===== config.mk =====
export PLATFORM = sky130hd
export DESIGN_NAME = gaps_sqrt
export DESIGN_NICKNAME = d
export VERILOG_FILES = /design/src/sv/gaps_pkg.sv /design/src/sv/gaps_sqrt.sv
export SDC_FILE = /design/constraint.sdc
export NUM_CORES = 1
export LEC_CHECK = 0
export BUFFER_PORTS_ARGS = -buffer_cell sky130_fd_sc_hd__buf_2
export CORE_MARGIN = 2
export CORE_UTILIZATION = 65
export DETAILED_ROUTE_END_ITERATION = 7
export PLACE_DENSITY = 0.84
export SETUP_SLACK_MARGIN = 0.5
export SKIP_LAST_GASP = 1
export SLEW_MARGIN = 5
export SYNTH_ARGS = -nofsm -noshare
export SYNTH_HDL_FRONTEND = slang
export SYNTH_SLANG_ARGS = --single-unit

===== constraint.sdc =====
create_clock -name clk_i -period 10.1 [get_ports clk_i]
set_input_delay 0.505 -clock clk_i [delete_from_list [all_inputs] [get_ports clk_i]]
set_output_delay 0.505 -clock clk_i [all_outputs]
set_load 0.02 [all_outputs]

===== src/sv/gaps_pkg.sv =====
// ----------------------------------------------------------------------------
// gaps_pkg
// Types, constants and helpers shared by the grid A* path search block.
// ----------------------------------------------------------------------------
package gaps_pkg;

  localparam int GridSide  = 32;
  localparam int CoordW    = 5;
  localparam int CellW     = 2 * CoordW;
  localparam int NumCells  = GridSide * GridSide;
  localparam int CostW     = 16;
  localparam int LenW      = CellW + 1;
  localparam int HeurW     = 10;
  localparam int SumSqW    = 11;
  localparam int RadW      = 18;
  localparam int RootW     = 9;
  localparam int AddrW     = 3;
  localparam int DataW     = 32;
  localparam int ModeW     = 2;

  localparam logic [CostW-1:0] StepStraight = CostW'(10);
  localparam logic [CostW-1:0] StepDiag     = CostW'(14);

  localparam logic [ModeW-1:0] HeurManhattan = 2'd0;
  localparam logic [ModeW-1:0] HeurOctile    = 2'd1;
  localparam logic [ModeW-1:0] HeurEuclid    = 2'd2;

  typedef enum logic [1:0] {
    KIND_WRITE  = 2'd0,
    KIND_SEARCH = 2'd1,
    KIND_READ   = 2'd2,
    KIND_NOP    = 2'd3
  } kind_e;

  typedef enum logic [1:0] {
    MARK_FREE   = 2'd0,
    MARK_OPEN   = 2'd1,
    MARK_CLOSED = 2'd2,
    MARK_UNUSED = 2'd3
  } mark_e;

  typedef enum logic [3:0] {
    S_CLR,
    S_IDLE,
    S_PREAD,
    S_DONE,
    S_SCLR,
    S_INIT,
    S_SCAN,
    S_SEL,
    S_NRD,
    S_NEV,
    S_SQS,
    S_SQW,
    S_NWR,
    S_NNX,
    S_PW,
    S_PR
  } state_e;

  typedef struct packed {
    mark_e              mark;
    logic [CostW-1:0]   g;
    logic [CostW-1:0]   f;
    logic [CellW-1:0]   parent;
  } node_t;

  typedef struct packed {
    logic               we;
    logic [CellW-1:0]   waddr;
    node_t              wdata;
    logic [CellW-1:0]   raddr;
  } node_req_t;

  typedef struct packed {
    logic signed [1:0] di;
    logic signed [1:0] dj;
    logic              diag;
  } nb_off_t;

  // Neighbor order: dx outer, dy inner, the center skipped.
  function automatic nb_off_t nb_offset(input logic [2:0] ni);
    nb_off_t o;
    o.diag = 1'b0;
    unique case (ni)
      3'd0: begin o.di = -2'sd1; o.dj = -2'sd1; o.diag = 1'b1; end
      3'd1: begin o.di = -2'sd1; o.dj =  2'sd0; end
      3'd2: begin o.di = -2'sd1; o.dj =  2'sd1; o.diag = 1'b1; end
      3'd3: begin o.di =  2'sd0; o.dj = -2'sd1; end
      3'd4: begin o.di =  2'sd0; o.dj =  2'sd1; end
      3'd5: begin o.di =  2'sd1; o.dj = -2'sd1; o.diag = 1'b1; end
      3'd6: begin o.di =  2'sd1; o.dj =  2'sd0; end
      default: begin o.di = 2'sd1; o.dj = 2'sd1; o.diag = 1'b1; end
    endcase
    return o;
  endfunction

endpackage


===== src/sv/gaps_sqrt.sv =====
// ----------------------------------------------------------------------------
// gaps_sqrt
// Iterative integer square root of 100 * sum, one result bit per cycle.
// ----------------------------------------------------------------------------
module gaps_sqrt (
  input  logic                        clk_i,
  input  logic                        rst_ni,
  input  logic                        start_i,
  input  logic [gaps_pkg::SumSqW-1:0] sum_i,
  output logic                        done_o,
  output logic [gaps_pkg::RootW-1:0]  root_o
);
  import gaps_pkg::*;

  logic             run_q;
  logic [RadW-1:0]  rad_q;
  logic [RootW-1:0] root_q;
  logic [RootW-1:0] bit_q;
  logic [RootW-1:0] cand;
  logic [RadW-1:0]  cand_sq;

  assign cand    = root_q | bit_q;
  assign cand_sq = RadW'(cand) * RadW'(cand);

  always_ff @(posedge clk_i or negedge rst_ni) begin
    if (!rst_ni) begin
      run_q <= 1'b0;
    end else if (start_i) begin
      run_q <= 1'b1;
    end else if (run_q && (bit_q == '0)) begin
      run_q <= 1'b0;
    end
  end

  always_ff @(posedge clk_i) begin
    if (start_i) begin
      rad_q  <= RadW'(sum_i) * RadW'(100);
      root_q <= '0;
      bit_q  <= {1'b1, {(RootW-1){1'b0}}};
    end else if (run_q && (bit_q != '0)) begin
      if (cand_sq <= rad_q) begin
        root_q <= cand;
      end
      bit_q <= bit_q >> 1;
    end
  end

  assign done_o = run_q && (bit_q == '0);
  assign root_o = root_q;

endmodule


==> results of run 1 <==
## cell usage after synthesis (all sizes together), types with 8 or more instances
cell    count  share of area, %
a21o        9               1.4
a21oi      27               2.8
a31oi       8               1.0
dfxtp      18               7.4
edfxtp     16               9.8
fa         40                16
ha         87                22
inv       125               9.6
nand2      24               1.8
nand2b      8               1.0
nand3      11               1.1
nor2       55               4.2
nor3       10               1.1
o21ai      25               2.6
xnor2      15               2.7
## worst reg2reg max path, delay by kind of cell, from the launching register on
family,cells,cell delay [ns]
buf+inv,4,0.53
flops,1,0.36
simple gates,5,1.20
fa+ha+maj,6,2.65
compound gates,7,1.64
## per-stage QoR
stage	power, mW	worst slack [ns]	hold slack, ns
after floorplan	0.4076	4.303	0.2094
after global routing	0.6366	3.117	0.4257
after CTS	0.5891	3.591	0.4190
after global placement	0.4643	3.973	0.2792
after detailed placement	0.4795	3.652	0.2807
final	0.5889	3.615	0.4150
## registers in the layout, summed over array words and instances, names as in the netlist
signal	cells
rad_q	16
bit_q	9
root_o	9
run_q	1
## logic make-up after synthesis
logic type      Yosys count
xor+xnor                 22
flops                    35
mux                       4
buf+inv                 134
fa+ha+maj               127
compound gates          108
simple gates            141
## per-layer routing
layer	part of all wire (%)	up-vias
li1	-	1964
met1	43	1851
met2	51	103
met3	4.2	11
met4	1.2	0
met5	0	-
## power by group through the flow
stage,Sequential [mW],Combinational [mW],Clock [mW]
final,0.192,0.290,0.107
after floorplan,0.192,0.215,0
after CTS,0.191,0.291,0.107
after detailed placement,0.194,0.285,0
after global placement,0.194,0.271,0
after global routing,0.194,0.329,0.113
## final timing paths
kind | start | endpoint | slack [ns] | depth (start not counted)
worst min register to register | root_o[0]$_SDFFE_PP0P_ | root_o[0]$_SDFFE_PP0P_ | 0.51 | 1
min in group asynchronous | rst_ni | run_q$_DFFE_PN0P_ | 0.49 | 2
worst max register to register | bit_q[6]$_SDFFE_PP0P_ | root_o[8]$_SDFFE_PP0P_ | 3.61 | 22
worst max-delay path | bit_q[6]$_SDFFE_PP0P_ | root_o[8]$_SDFFE_PP0P_ | 3.61 | 22
max in group asynchronous | rst_ni | run_q$_DFFE_PN0P_ | 9.53 | 2
worst min-delay path | sum_i[0] | rad_q[2]$_DFFE_PP_ | 0.41 | 1
## layout make-up
type | count | area, µm² | area share (%)
inverter | 127 | 476.7 | 9.187
multi-input combinational | 402 | 3506 | 67.57
clock buffer | 5 | 68.82 | 1.326
sequential | 35 | 865.8 | 16.69
timing repair buffer | 24 | 125.1 | 2.411
clock inverter | 3 | 22.52 | 0.4340
tap | 99 | 123.9 | 2.387
## what timing repair did
| action | CTS | global route |
|---|---|---|
| endpoints found under the hold margin | 1 | 0 |
| hold buffers | 1 | 0 |
| setup endpoints to repair | 0 | 0 |
==> impl_metrics.py, run 1 <==
metrics = {
    "cts": {
        "cts_setup_buffers": 0,
        "cts_root_buffer": "clkbuf_8",
        "cts_buffers": 5,
        "h-tree-depth": 2,
        "clk_pin_slew_ns": 0.08,
        "cts.sinks": 35,
        "clk_path_buf_depth": 2,
        "postCtsResizedCells": 0,
        "clock_latency_ns": 0.29,
        "cts_tree": "yes",
    },
    "floorplanning": {
        "initial_utilization_pct": 67.31,
        "die-area_um2": 8220,
        "die_x_um": 90.67,
        "die_h_um": 90.67,
        "core_area_um2": 7253,
        "io_pins": 24,
        "std_cell_rows": 31,
    },
    "yosys": {
        "synth-xor-area-share_pct": 3.947,
        "synth_area_um2": 4882,
        "syn_nets": 712,
        "synth_cell_types": 50,
        "yosysWarnings": 0,
        "synth_edf_count": 16,
        "synth-main-ff-cell": "dfxtp_1",
        "synthMuxAreaShare_pct": 0.8201,
        "synth_seq_cells": 35,
        "synth_compound_area_share_pct": 14.63,
        "synthCells": 571,
        "synth_top_family_by_area": "adder cells",
        "async_flop_share_pct": 2.857,
        "postSynthAreaPerCell_um2": 8.550,
        "synth-simple-area-share_pct": 13.71,
        "synthAdderAreaFrac_pct": 38.70,
        "ys_seq_area_share_pct": 17.73,
    },
    "critical_path": {
        "path_cells": "nor2_1, clkinv_1, o21ai_0, inv_1, fa_1, fa_1, fa_1, inv_1, fa_1, inv_1, ha_1, a21oi_1, o21ai_0, and3_1, or4_1, nand3_1, ha_1, nand4_1, a211oi_1, o31ai_1, o211ai_1, o31ai_1",
        "worstSetupEndpointType": "flip-flop",
        "crit_slowest_cell": "fa_1",
        "startpoint_type": "flip-flop",
        "path_buf_inv": 4,
        "critPathMaxFanout": 10,
        "cp.required_ns": 10.30,
        "arrival_ns": 6.68,
        "path_common_cell": "fa_1",
        "critPathKind": "reg -> reg",
        "cp_top_family": "adder cells",
        "cpPeakStageDelay_ns": 0.54,
    },
    "power_and_ir_drop": {
        "p_int_mw": 0.3440,
        "switching_share_pct": 41.59,
        "power_leakage_nw": 2.743,
        "ir_worst_vdd_mv": 0.1041,
        "p_clk_share_pct": 18.2,
        "p_per_area_nw_per_um2": 113.5,
        "switchingPower_mw": 0.2450,
        "pwr-share-seq_pct": 32.5,
        "combinationalPowerShare_pct": 49.3,
    },
    "sta": {
        "hold_violations": 0,
        "drv_slew": 0,
        "tightestPinTransition_ns": 0.9112,
        "min_period_over_period_pct": 64.21,
        "clock_skew_ns": 0.01095,
        "slew_headroom_pct": 38.99,
        "finalSetupViolCount": 0,
        "rsz0062_at_grt": "no",
        "min_period_ns": 6.485,
        "fmax_ghz": 0.1542,
        "tns_ns": 0,
    },
    "global_routing": {
        "grt_use_met2_pct": 47.57,
        "antenna_found_initial": 0,
        "overflow": 0,
        "grt.busiest_layer": "met2",
        "grt_pass1_vias": 4022,
        "met3_usage_pct": 1.920,
        "grt_max_degree": 39,
        "grtUsageMet1_pct": 35.91,
        "grt_pass1_wl_mm": 18.14,
        "gr-usage-all-layers_pct": 26.81,
    },
    "cells_and_area": {
        "final_nets": 736,
        "final_cell_mix": "inv_1 (125), ha_1 (87), nor2_1 (55), fa_1 (40), a21oi_1 (27)",
        "synthToLayoutAreaGrowth_pct": 6.279,
        "diodes": 0,
        "utilization_pct": 71.54,
        "fin_cells": 695,
        "final_common_cell": "inv_1",
        "final_area_um2": 5189,
        "drive_gt1_share_pct": 6.879,
        "fillers": 600,
    },
    "routing": {
        "drt-total-wl_mm": 10.41,
        "final_antenna_net_count": 0,
        "drt_iter0_drc": 233,
        "vias_per_cell": 5.653,
        "num_vias": 3929,
        "drc": 0,
        "firstDrtPassIters": 5,
        "wl_per_cell_um": 14.97,
    },
    "placed_design": {
        "dp_hpwl_mm": 8.547,
        "placed_area_um2": 5087,
        "io_buffers": 23,
        "gp_congestion": 0.9574,
        "placedCellCount": 686,
    },
    "worst_hold_path": {
        "hold_path.class": "in -> reg",
    },
    "outcome": {
        "status": "complete, no violations",
    },
    "flow_run": {
        "drv_cap": 0,
    },
}
No activity file was read; power rests on OpenSTA's default activity.
==> inputs of run 2 (changes only) <==
--- a/config.mk
+++ b/config.mk
@@ -5,11 +5,12 @@
 export SDC_FILE = /design/constraint.sdc
 export NUM_CORES = 1
 export LEC_CHECK = 0
+export ABC_AREA = 1
 export BUFFER_PORTS_ARGS = -buffer_cell sky130_fd_sc_hd__buf_2
 export CORE_MARGIN = 2
-export CORE_UTILIZATION = 65
+export CORE_UTILIZATION = 64
 export DETAILED_ROUTE_END_ITERATION = 7
-export PLACE_DENSITY = 0.84
+export PLACE_DENSITY = 0.83
 export SETUP_SLACK_MARGIN = 0.5
 export SKIP_LAST_GASP = 1
 export SLEW_MARGIN = 5
==> constraint.sdc (replaced) <==
create_clock -name clk_i -period 6.6 [get_ports clk_i]
set_input_delay 0.33 -clock clk_i [delete_from_list [all_inputs] [get_ports clk_i]]
set_output_delay 0.33 -clock clk_i [all_outputs]
set_load 0.02 [all_outputs]
==> run 2 against run 1 <==
Effect of this change: sequential cell count unchanged; critical path depth increased by 3; via count decreased by 5.8%; critical path type unchanged; first-iteration DRC count decreased by 43%; final area decreased by 1.4%; sequential share of layout area increased by 0.23 points; clock-buffer cell count increased by 1; routed wire length decreased by 12%; non-clock buffer count increased by 3; synthesized cell count increased by 2.6%; hold slack got worse by 0.16 ns.
==> impl_metrics.py, run 2 <==
metrics = {
    "routing": {
        "drt-total-wl_mm": 9.131,
        "final_antenna_net_count": 0,
        "num_vias": 3701,
        "firstDrtPassIters": 4,
        "wl_per_cell_um": 12.72,
        "vias_per_cell": 5.155,
        "drt_iter0_drc": 133,
        "drc": 0,
    },
    "cells_and_area": {
        "drive_gt1_share_pct": 10.66,
        "utilization_pct": 70.93,
        "fin_cells": 718,
        "synthToLayoutAreaGrowth_pct": 7.462,
        "final_cell_mix": "inv_1 (149), ha_1 (87), nand2_1 (73), nor2_1 (59), fa_1 (40)",
        "diodes": 0,
        "multi_input_area_um2": 3322,
        "final_nets": 759,
        "fillers": 584,
        "final_common_cell": "inv_1",
        "regArea_um2": 865.8,
        "largest_register": "rad_q",
        "largest_register_ffs": 16,
        "final_area_um2": 5117,
    },
    "yosys": {
        "synth_area_um2": 4762,
        "synthCells": 586,
        "yosysMostFrequentCell": "inv_1",
        "synth_area_leaders": "ha_1 (23%), fa_1 (17%), inv_1 (12%)",
        "synth_edf_count": 16,
        "synth_seq_cells": 35,
        "synth_top_area_share_pct": 22.86,
        "yosysWarnings": 0,
        "synth_cell_types": 34,
        "yosys.area.top_type": "ha_1",
        "synthTopCellsByCount": "inv_1 (149), ha_1 (87), nand2_1 (73), nor2_1 (60), fa_1 (40)",
        "async_flop_share_pct": 2.857,
        "postSynthAreaPerCell_um2": 8.126,
        "ys_seq_area_share_pct": 18.18,
        "syn_nets": 727,
        "synth-main-ff-cell": "dfxtp_1",
    },
    "critical_path": {
        "startpoint_type": "flip-flop",
        "worstSetupEndpointType": "flip-flop",
        "r2r-start": "bit_q[8]$_SDFFE_PP1P_",
        "cp.required_ns": 6.81,
        "r2r-end": "root_o[0]$_SDFFE_PP0P_",
        "rrSetupSlack_ns": 0.90,
        "critPathKind": "reg -> reg",
        "critPathMaxFanout": 9,
        "arrival_ns": 5.91,
        "worst_r2r_path_depth": 25,
    },
    "power_and_ir_drop": {
        "ir_worst_vdd_mv": 0.1376,
        "power_leakage_nw": 2.845,
        "p_per_area_nw_per_um2": 156.1,
    },
    "sta": {
        "rsz0062_at_grt": "no",
        "drv_slew": 0,
        "min_period_ns": 5.700,
        "min_period_over_period_pct": 86.37,
        "clock_skew_ns": 0.007159,
        "tns_ns": 0,
        "slew_headroom_pct": 62.19,
        "finalSetupViolCount": 0,
        "fin_ws_ns": 0.8996,
        "tightestPinTransition_ns": 0.5651,
        "hold_violations": 0,
        "fmax_ghz": 0.1754,
    },
    "cts": {
        "h-tree-depth": 2,
        "cts_tree": "yes",
        "clock_latency_ns": 0.29,
        "clk_path_buf_depth": 2,
        "cts_buffers": 5,
        "cts.sinks": 35,
        "clk_pin_slew_ns": 0.07,
        "cts_root_buffer": "clkbuf_8",
    },
    "global_routing": {
        "gr-usage-all-layers_pct": 24.25,
        "grt_max_degree": 27,
        "grt_pass1_wl_mm": 16.57,
        "antenna_found_initial": 0,
        "grt_pass1_vias": 3859,
        "overflow": 0,
    },
    "floorplanning": {
        "die-area_um2": 8147,
        "std_cell_rows": 31,
        "die_h_um": 90.26,
        "core_area_um2": 7214,
        "die_x_um": 90.26,
        "initial_utilization_pct": 66.01,
        "io_pins": 24,
    },
    "placed_design": {
        "io_buffers": 23,
        "dp_hpwl_mm": 7.726,
        "placedCellCount": 707,
        "place_ws_ns": 0.8875,
        "placed_area_um2": 4999,
        "gp_congestion": 0.8786,
    },
    "worst_hold_path": {
        "hold_path.class": "in -> reg",
        "hold_depth": 1,
        "min_to": "rad_q[4]$_DFFE_PP_",
        "hold_start": "sum_i[2]",
    },
    "flow_run": {
        "drv_cap": 0,
    },
    "outcome": {
        "status": "complete, no violations",
    },
}
[run 2: worst max-delay path by stage]
stage	from	endpoint	cells after the start
floorplan	root_o[4]$_SDFFE_PP0P_	root_o[3]$_SDFFE_PP0P_	25
global placement	bit_q[0]$_SDFFE_PP0P_	root_o[4]$_SDFFE_PP0P_	26
detailed placement	bit_q[0]$_SDFFE_PP0P_	root_o[0]$_SDFFE_PP0P_	26
CTS	bit_q[0]$_SDFFE_PP0P_	root_o[0]$_SDFFE_PP0P_	26
global route	bit_q[0]$_SDFFE_PP0P_	root_o[3]$_SDFFE_PP0P_	26
finish	bit_q[8]$_SDFFE_PP1P_	root_o[0]$_SDFFE_PP0P_	25
[run 2: kinds of logic after synthesis]
logic type	after synthesis	share of synthesized area [%]
AND/OR/NAND/NOR	172	15.95
buffers and inverters	154	12.19
AO/OA/AOI/OAI	68	8.487
XOR/XNOR	30	5.518
flip-flops	35	18.18
adder cells (fa/ha/maj)	127	39.67
[run 2: area by class of cell]
type | instances | area share (%)
Tap cell | 99 | 2.421
Timing Repair Buffer | 27 | 2.885
Multi-Input combinational cell | 397 | 64.91
Clock buffer | 6 | 1.418
Clock inverter | 2 | 0.2200
Sequential cell | 35 | 16.92
Inverter | 152 | 11.22
[run 2: metrics by stage]
stage	hold slack, ns	power (mW)
final	0.2526	0.7990
after floorplan	0.03441	0.5615
after CTS	0.2465	0.8026
after global routing	0.2480	0.8670
after detailed placement	0.1066	0.6507
after global placement	0.1046	0.6316
[run 2: repair_timing]
action                                  4_1_cts  5_1_grt
gates resized for setup                       0        3
buffers inserted                              0        2
hold buffers                                  1        0
endpoints found under the hold margin         1        0
endpoints found under the setup margin        0        9
[run 2: metal layers]
metal	vias to the layer above	track usage, %	part of all wire [%]
li1	1880	-	-
met1	1712	31.43	45
met2	91	43.11	50
met3	18	2.755	3.4
met4	0	6.538	1.4
met5	-	0	0
[run 2: worst max-delay path, stage by stage (launching register included)]
cell and delay [ns]:
dfxtp_1 0.34, nor2_1 0.46, nor2_1 0.21, fa_1 0.54, fa_1 0.52, fa_1 0.55
inv_1 0.06, fa_1 0.56, inv_1 0.05, ha_1 0.34, nand2_1 0.08, nand2_1 0.08
a21oi_1 0.19, nor2_1 0.08, nor3_2 0.20, nand2_1 0.08, nand2_1 0.06, nand2_1 0.06
ha_1 0.29, a21oi_1 0.15, o21ai_0 0.10, a21oi_1 0.16, nand2_1 0.09, nand2_2 0.18
nand2_1 0.08, a21oi_1 0.13
[run 2: where the power goes]
group / total (mW) / internal, mW / switching (mW) / leakage [nW]
combinational: 0.364 / 0.135 / 0.229 / 2.49
clock: 0.149 / 0.0739 / 0.0753 / 0.0455
sequential: 0.286 / 0.272 / 0.0142 / 0.313
==> inputs of run 3 (changes only) <==
--- a/config.mk
+++ b/config.mk
@@ -7,7 +7,6 @@
 export LEC_CHECK = 0
 export ABC_AREA = 1
 export BUFFER_PORTS_ARGS = -buffer_cell sky130_fd_sc_hd__buf_2
-export CORE_MARGIN = 2
 export CORE_UTILIZATION = 64
 export DETAILED_ROUTE_END_ITERATION = 7
 export PLACE_DENSITY = 0.83
==> run 3 against run 2 <==
Effect of this change: the run now ends with DRC left; power increased by 3.8%; cell count decreased by 0.28%; critical path depth increased by 1; sequential share of layout area about the same; critical path type unchanged; critical endpoint is now root_o[7]$_SDFFE_PP0P_; largest cell class unchanged.
==> impl_metrics.py, run 3 (synthesized netlist as in run 2, its figures left out) <==
metrics = {
    "outcome": {
        "status": "finished, violations left",
        "violations": "DRC",
    },
    "sta": {
        "finalSetupViolCount": 0,
        "slew_headroom_pct": 55.37,
        "hold_ws_ns": 0.2459,
        "min_period_ns": 5.693,
        "drv_slew": 0,
        "hold_violations": 0,
        "fmax_ghz": 0.1756,
        "tightestPinTransition_ns": 0.6669,
        "rsz0062_at_grt": "no",
        "tns_ns": 0,
        "fin_ws_ns": 0.9068,
        "clock_skew_ns": 0.006776,
        "min_period_over_period_pct": 86.26,
    },
    "power_and_ir_drop": {
        "power_leakage_nw": 2.846,
        "p_per_area_nw_per_um2": 162.0,
        "p_int_mw": 0.5038,
        "total_power_mw": 0.8290,
        "pwr-share-seq_pct": 34.6,
        "p_clk_share_pct": 21.7,
        "switching_share_pct": 39.23,
        "combinationalPowerShare_pct": 43.8,
        "ir_worst_vdd_mv": 0.1184,
        "switchingPower_mw": 0.3252,
    },
    "routing": {
        "wl_per_cell_um": 12.64,
        "final_antenna_net_count": 0,
        "drc": 2,
        "num_vias": 3716,
        "drt_iter0_drc": 133,
        "vias_per_cell": 5.190,
        "drt-total-wl_mm": 9.048,
        "firstDrtPassIters": 7,
    },
    "global_routing": {
        "antenna_found_initial": 0,
        "grt_max_degree": 27,
        "grt_pass1_vias": 3715,
        "gr-usage-all-layers_pct": 25.23,
        "grt_pass1_wl_mm": 15.57,
        "overflow": 0,
    },
    "critical_path": {
        "path_common_cell": "nand2_1",
        "path_buf_inv": 6,
        "cpPeakStageDelay_ns": 0.54,
        "startpoint_type": "flip-flop",
        "arrival_ns": 5.88,
        "critPathKind": "reg -> reg",
        "cp_top_family": "adder cells",
        "cp.required_ns": 6.79,
        "critPathMaxFanout": 9,
        "worstSetupEndpointType": "flip-flop",
        "crit_slowest_cell": "fa_1",
    },
    "floorplanning": {
        "io_pins": 24,
        "core_area_um2": 7214,
        "initial_utilization_pct": 66.01,
        "die-area_um2": 7790,
        "std_cell_rows": 31,
        "die_x_um": 88.26,
        "die_h_um": 88.26,
    },
    "cts": {
        "cts.sinks": 35,
        "cts_root_buffer": "clkbuf_8",
        "clock_latency_ns": 0.29,
        "cts_tree": "yes",
        "cts_buffers": 5,
        "h-tree-depth": 2,
        "cts_setup_buffers": 0,
        "clk_path_buf_depth": 2,
        "clk_pin_slew_ns": 0.08,
    },
    "cells_and_area": {
        "final_area_um2": 5116,
        "largest_register_ffs": 16,
        "largest_register": "rad_q",
        "drive_gt1_share_pct": 10.05,
        "synthToLayoutAreaGrowth_pct": 7.436,
        "final_nets": 757,
        "final_cell_mix": "inv_1 (149), ha_1 (87), nand2_1 (73), nor2_1 (60), fa_1 (40)",
        "final_common_cell": "inv_1",
        "fillers": 599,
        "diodes": 0,
    },
    "placed_design": {
        "dp_hpwl_mm": 7.717,
        "io_buffers": 23,
        "placed_area_um2": 4999,
        "place_ws_ns": 0.9179,
        "gp_congestion": 0.8683,
    },
    "worst_hold_path": {
        "hold_path.class": "in -> reg",
    },
    "flow_run": {
        "drv_cap": 0,
    },
}
## run 3: repair_timing
action	in CTS	in global routing
hold endpoints to repair	1	0
hold buffers	1	0
gates resized for setup	0	0
## run 3: area by class of cell
cell class	instances	area (µm²)	share of cell area (%)
multi-input cells	397	3316	64.81
flip-flops and latches	35	865.8	16.92
inverters	152	570.5	11.15
repair buffers	25	132.6	2.592
well taps	99	123.9	2.421
clock buffers	6	93.84	1.834
clock inverters	2	13.76	0.2690
## run 3: metal layers
layer | global-route usage, % | part of all wire, % | up-vias
met5 | 0 | 0 | -
met4 | 8.211 | 1.4 | 0
met3 | 2.332 | 4.0 | 13
met2 | 44.83 | 50 | 90
met1 | 32.37 | 44 | 1733
li1 | - | - | 1880
## run 3: stage by stage
stage / util, % / instances
3_3_place_gp: 69.29 / 707
6_report: 70.92 / 716
3_5_place_dp: 69.29 / 707
5_1_grt: 70.92 / 716
4_1_cts: 70.92 / 716
2_1_floorplan: - / 586
## run 3: worst register-to-register path, stage by stage (launching register included)
cell and delay, ns:
dfxtp_1 0.39, inv_1 0.09, nand2_1 0.11, clkinv_1 0.27
nor2_1 0.22, inv_1 0.08, fa_1 0.54, inv_1 0.05
fa_1 0.51, inv_1 0.05, fa_1 0.47, fa_1 0.54
inv_1 0.04, ha_1 0.34, a21oi_1 0.22, o21ai_2 0.11
a21oi_2 0.23, o21ai_1 0.10, xor2_1 0.16, ha_1 0.28
nand2_1 0.08, nor3_2 0.22, nand2_1 0.08, nand2_1 0.07
nand2_2 0.13, nand2_1 0.13, nand2_1 0.07
## run 3: power groups by stage
| stage | registers (mW) | clock network (mW) | logic (mW) |
|---|---|---|---|
| 6_report | 0.286 | 0.180 | 0.363 |
| 5_1_grt | 0.290 | 0.190 | 0.413 |
| 4_1_cts | 0.287 | 0.181 | 0.364 |
| 3_5_place_dp | 0.292 | 0 | 0.359 |
| 3_3_place_gp | 0.290 | 0 | 0.341 |
| 2_1_floorplan | 0.291 | 0 | 0.270 |
## run 3: final timing paths
path                                                to  depth (start not counted)  slack, ns                   start
worst max-delay path            root_o[7]$_SDFFE_PP0P_                         26       0.91   bit_q[0]$_SDFFE_PP0P_
worst min-delay path                rad_q[3]$_DFFE_PP_                          1       0.25                sum_i[1]
worst max register to register  root_o[7]$_SDFFE_PP0P_                         26       0.91   bit_q[0]$_SDFFE_PP0P_
worst min register to register  root_o[4]$_SDFFE_PP0P_                          2       0.47  root_o[4]$_SDFFE_PP0P_
max in group asynchronous            run_q$_DFFE_PN0P_                          2       6.19                  rst_ni
min in group asynchronous            run_q$_DFFE_PN0P_                          2       0.33                  rst_ni
